--- src/rtl/lik_conv.sv ---
`default_nettype none
// Q16 radians to 1/64 degree: |r|*366848/6553600 rounded half away from zero.
// Multiply, then divide by reciprocal with a one-step correction.
module lik_conv (
  input  wire logic               clk_i,
  input  wire logic signed [23:0] rad_i,
  output logic signed [15:0]      deg_o
);
  localparam logic [42:0] Num = 43'd366848;
  localparam logic [42:0] Den = 43'd6553600;
  localparam logic [42:0] Rnd = 43'd3276800;
  // floor(2^40 / Den) + 1
  localparam logic [22:0] Recip = 23'd167773;

  logic        neg_q, neg2_q;
  logic [42:0] p_q;
  logic [23:0] q_q;
  logic [42:0] p2_q;

  logic [23:0] mag;
  logic [65:0] est;
  logic [23:0] qe;
  logic [42:0] rem;

  always_comb begin
    mag = rad_i[23] ? 24'(-rad_i) : rad_i;
  end

  always_ff @(posedge clk_i) begin
    neg_q <= rad_i[23];
    p_q   <= 43'(mag) * Num + Rnd;
  end

  always_comb begin
    est = p_q * Recip;
    qe  = 24'(est >> 40);
  end

  always_ff @(posedge clk_i) begin
    neg2_q <= neg_q;
    q_q    <= qe;
    p2_q   <= p_q;
  end

  always_comb begin
    rem = p2_q - 43'(q_q) * Den;
    if (rem[42]) deg_o = neg2_q ? 16'(-(q_q - 24'd1)) : 16'(q_q - 24'd1);
    else if (rem >= Den) deg_o = neg2_q ? 16'(-(q_q + 24'd1)) : 16'(q_q + 24'd1);
    else deg_o = neg2_q ? 16'(-q_q) : 16'(q_q);
  end
endmodule
`default_nettype wire

--- config.mk ---
export PLATFORM = sky130hd
export DESIGN_NAME = lik_conv
export DESIGN_NICKNAME = d
export VERILOG_FILES = /design/src/rtl/lik_conv.sv
export SDC_FILE = /design/constraint.sdc
export NUM_CORES = 1
export LEC_CHECK = 0
export BUFFER_PORTS_ARGS = -buffer_cell sky130_fd_sc_hd__buf_4
export CORE_ASPECT_RATIO = 0.8
export CORE_MARGIN = 1.5
export CORE_UTILIZATION = 52
export DETAILED_ROUTE_END_ITERATION = 10
export GPL_TIMING_DRIVEN = 0
export PLACE_DENSITY = 0.71
export SYNTH_ARGS = -nofsm -noshare
export SYNTH_HDL_FRONTEND = slang
export SYNTH_SLANG_ARGS = --single-unit
--- constraint.sdc ---
create_clock -name clk_i -period 7.8 [get_ports clk_i]
set_input_delay 0.39 -clock clk_i [delete_from_list [all_inputs] [get_ports clk_i]]
set_output_delay 0.39 -clock clk_i [all_outputs]
set_load 0.05 [all_outputs]
Word level (Yosys, flattened, before mapping)
Cells that the tools add are included.
{ "word_totals": {"reg_bits": 109, "input_bits": 25, "out_inout_bits": 16} }
{ "classes": {"addsub": 8, "multipliers": 3, "n_lt_le_gt_ge": 1, "muxes": 6} }
{ "ops": {"columns": ["operator", "count"], "rows": [
  ["$mux W16", 5],
  ["$mul A43 B18 Y61 const B", 1],
  ["$neg A16 Y16", 3],
  ["$add A43 B22 Y43 const B", 1],
  ["$ge A43 B23 Y1 const B", 1],
  ["$sub A43 B43 Y43", 1],
  ["$mul A24 B11 Y35 const B", 1],
  ["$mul A21 B5 Y25 const B", 1],
  ["$mux W24", 1],
  ["$neg A24 Y24", 1],
  ["$add A16 B1 Y16 const B", 1],
  ["$sub A16 B1 Y16 const B", 1]
]} }

Longest topological paths before layout
{ "depth": {"word_depth": 5, "ltp_mapped": 33} }

Worst setup path after synthesis
Ideal clock, no wire load.
{ "synth_timing": {"path_kind": "register to output", "start": "register q_q[2]", "end": "output deg_o[2]", "arrival_ps": 7872, "slack_ps": -462, "path_stages_with_launch": 30, "path_buffers": 3, "path_cell_list": "dfxtp_1 > inv_1 > ha_1 > ha_1 > fa_1 > ha_1 > a21oi_1 > o21bai_1 > a21oi_1 > nor2b_1 > o21a_1 > o31a_1 > o41ai_1 > o21bai_1 > a21oi_1 > xor2_1 > ha_1 > clkbuf_1 > or3_1 > o211ai_1 > o221ai_1 > a221oi_1 > and4_1 > nand4_2 > or3_1 > clkbuf_2 > buf_2 > o22ai_1 > a211oi_1 > nor4_1"} }
{ "synth_via": {"elab_chain_cells": 5} }
{ "synth_rtl": {"columns": ["item", "line", "rtl"], "rows": [
  ["start, declared", "17", "logic [23:0] q_q;"],
  ["start signal, assigned", "41", "q_q <= qe;"],
  ["$mul A21 B5 Y25 / $add A16 B1 Y16 (equally long branches)", "46, 48", null],
  ["$sub A43 B43 Y43 / $neg A16 Y16 (equally long branches)", "46, 48", null],
  ["$ge A43 B23 Y1 / $mux W16 (equally long branches)", "48", "else if (rem >= Den) deg_o = neg2_q ? 16'(-(q_q + 24'd1)) : 16'(q_q + 24'd1);"],
  ["$mux W16", "48", null],
  ["$mux W16 *", "47", "if (rem[42]) deg_o = neg2_q ? 16'(-(q_q - 24'd1)) : 16'(q_q - 24'd1);"],
  ["end, declared", "7", "output logic signed [15:0] deg_o"]
]} }
Every way passes the cells marked *; elsewhere a longest branch is shown, timed or not.

Worst setup path after layout
{ "layout_timing": {"start": "register q_q[2]", "end": "output deg_o[11]"} }
The elaborated chain is that of the path after synthesis.

==> run_results.csv <==
group,metric,value,unit
timing,period_share,98.0,%
critical_path,cpMaxStageDelayCell,"or3_4",
clock_tree,cts_buffers,9,
run,maxCapViolCount,0,
finish,syn2layout_area_growth,9.55,%
global_route,grt.overflow.total,0,
die,core_area,45700,µm²
die,ios,41,
route,via_count,18100,
finish,layout_common_cells,"574 x inv_1, 484 x ha_1, 378 x fa_1",
clock_tree,clock_latency,0.37,ns
die,start_util,52.8,%
placed_design,dpl_cell_area,25200,µm²
die,num_rows,70,
global_route,grt_busiest_layer,"met2",
synth,ys_types,75,
route,routedWlPerCell,17.6,µm
finish,final_common_cell,"inv_1",
placed_design,pre_cts_ws,-1.72,ns
timing,max_freq,0.131,GHz
synth,yosysTopAreaCellShare,31.4,%
synth,synth_edf_count,0,
placed_design,port_buffers,40,
finish,finish.instance_area,26400,µm²
die,die_h,196,µm
clock_tree,cts_tree,"built",
global_route,grt_pass1_vias,19200,
timing,rsz0062_at_grt,"true",
clock_tree,clock_path_buffers,2,
synth,synth_nets,3459,
finish,drive_gt1_share,8.45,%
global_route,grt.met3_usage,3.30,%
clock_tree,clock-sinks,83,
synth,netlist_instances,2559,
run_status,status,"completed",
synth,ys_seq_area_share,6.89,%
global_route,grt_pass1_wl,96400,µm
clock_tree,path_clk_slew,0.07,ns
route,antenna_left,0,
global_route,antenna_found_initial,1,
timing,hold_viol,0,
clock_tree,cts-root-buf,"clkbuf_16",
timing,slew_viol_final,0,
placed_design,hpwl,49200,µm
route,first_iter_violations,1056,
timing,worst_slack,0.154,ns
synth,synth_area,24100,µm²
timing,setup_viol,0,
synth,synth.area.top_cells,"fa_1 31%, ha_1 26%, inv_1 9.0%",
critical_path,crit_arrival,7.26,ns
route,wl,57400,µm
synth,synth_top_area_cell,"fa_1",
critical_path,path_class,"reg -> out",
timing,relSlewSlack,38.4,%
global_route,grt_util_met1,35.2,%
synth,synth_area_per_cell,9.43,µm²
critical_path,path_max_fanout,5,
timing,tightest_slew,0.918,ns
clock_tree,htreeDepth,3,
synth,ys_seq_elements,83,
finish,n_antenna_cell,0,
die,fp.dieW,244,µm
route,dr.pass1.iters,5,
route,vias_per_cell,5.55,
placed_design,gp_congestion,0.956,
worst_hold_path,hp-class,"in -> reg",
route,drc,0,
die,design.die.area,47700,µm²
critical_path,critPathCaptureType,"output pin",
synth,yosysWarnings,0,
global_route,gr-usage-all-layers,25.3,%
synth,synth_ff_type,"dfxtp_1",
timing,skew,0.0138,ns
critical_path,cp.required,7.41,ns
critical_path,crit_path_start_kind,"register",
critical_path,cp_common_cell,"ha_4",
finish,num-nets-final,3547,
global_route,grt_use_met2,42.0,%
critical_path,slowest_delay,0.44,ns
synth,async_reset_ff_share,0,%
global_route,grt_max_degree,15,
timing,finalWorstPathRequiredPeriod,7.65,ns
==> registers in the layout (all words and copies together) (netlist names) <==
signal  cells
neg2_q      1
p2_q       25
p_q        35
neg_q       1
q_q        21
==> cells in the mapped netlist, types with 11 or more instances <==
| cell | number |
|---|---|
| a211oi_1 | 21 |
| a21o_1 | 55 |
| a21oi_1 | 91 |
| a31oi_1 | 15 |
| and3_1 | 23 |
| clkbuf_1 | 27 |
| dfxtp_1 | 83 |
| fa_1 | 378 |
| ha_1 | 497 |
| inv_1 | 581 |
| nand2_1 | 105 |
| nand2b_1 | 18 |
| nand3_1 | 52 |
| nand4_1 | 28 |
| nor2_1 | 70 |
| nor2b_1 | 11 |
| nor3_1 | 35 |
| o211ai_1 | 15 |
| o21a_1 | 14 |
| o21ai_0 | 64 |
| o21bai_1 | 14 |
| o31ai_1 | 13 |
| or3_1 | 17 |
| xnor2_1 | 127 |
| xor2_1 | 53 |
==> metrics by stage <==
step / util, % / cells / hold slack [ns] / TNS (ns)
floorplan: - / 2559 / 0.310 / -0.223
global placement: 55.1 / 3211 / 0.312 / -21.94
detailed placement: 55.1 / 3211 / 0.315 / -26.22
CTS: 56.8 / 3245 / 0.216 / 0
global route: 57.8 / 3264 / 0.219 / -0.657
finish: 57.8 / 3264 / 0.218 / 0
==> layout make-up <==
class / count / area [µm²]
Buffer: 29 / 155
Multi-Input combinational cell: 1860 / 20700
Sequential cell: 83 / 1680
Clock buffer: 11 / 233
Tap cell: 612 / 766
Timing Repair Buffer: 82 / 634
Clock inverter: 5 / 37.5
Inverter: 582 / 2200
Fill cell: 3966 / 19300
==> cell families (layout without fill, tap and decap cells) <==
group / count (synthesis) / count (layout) / share of synthesized area [%]
XOR/XNOR: 180 / 180 / 6.54
multiplexers: 5 / 5 / 0.213
adder cells (fa/ha/maj): 875 / 875 / 57.2
AND/OR/NAND/NOR: 420 / 420 / 8.96
AO/OA/AOI/OAI: 380 / 380 / 10.6
buffers and inverters: 616 / 709 / 9.64
flip-flops: 83 / 83 / 6.89
==> layer usage <==
| metal | share of wire (%) | up-vias |
|---|---|---|
| met5 | 0 | - |
| met4 | 1.4 | 0 |
| met3 | 5.5 | 61 |
| met2 | 47 | 493 |
| met1 | 46 | 8937 |
| li1 | - | 8615 |
==> repair_timing <==
item / CTS / global route
pin swaps: 19 / 36
hold buffers: 0 / 0
endpoints found under the setup margin: 23 / 24
resized for setup: 77 / 69
buffers inserted: 22 / 20
gates cloned: 0 / 0
==> worst max-delay path, delay by kind of cell (launching register included) <==
family,cells,cell delay (ns)
buf+inv,5,0.87
fa+ha+maj,5,1.25
compound gates,12,2.31
flops,1,0.37
simple gates,6,1.63
mux,1,0.08
xor+xnor,2,0.39
==> path summary, 6_finish.rpt <==
kind | endpoint | depth (start not counted) | startpoint | slack, ns
max | deg_o[11] | 31 | q_q[2] | 0.15
min | neg_q | 1 | rad_i[23] | 0.22
max reg2reg | q_q[20] | 20 | p_q[11] | 0.37
min reg2reg | neg2_q | 0 | neg_q | 0.32
Power is not shown: default switching activity piles up to over one toggle a cycle in this logic, so the estimate is an artifact.
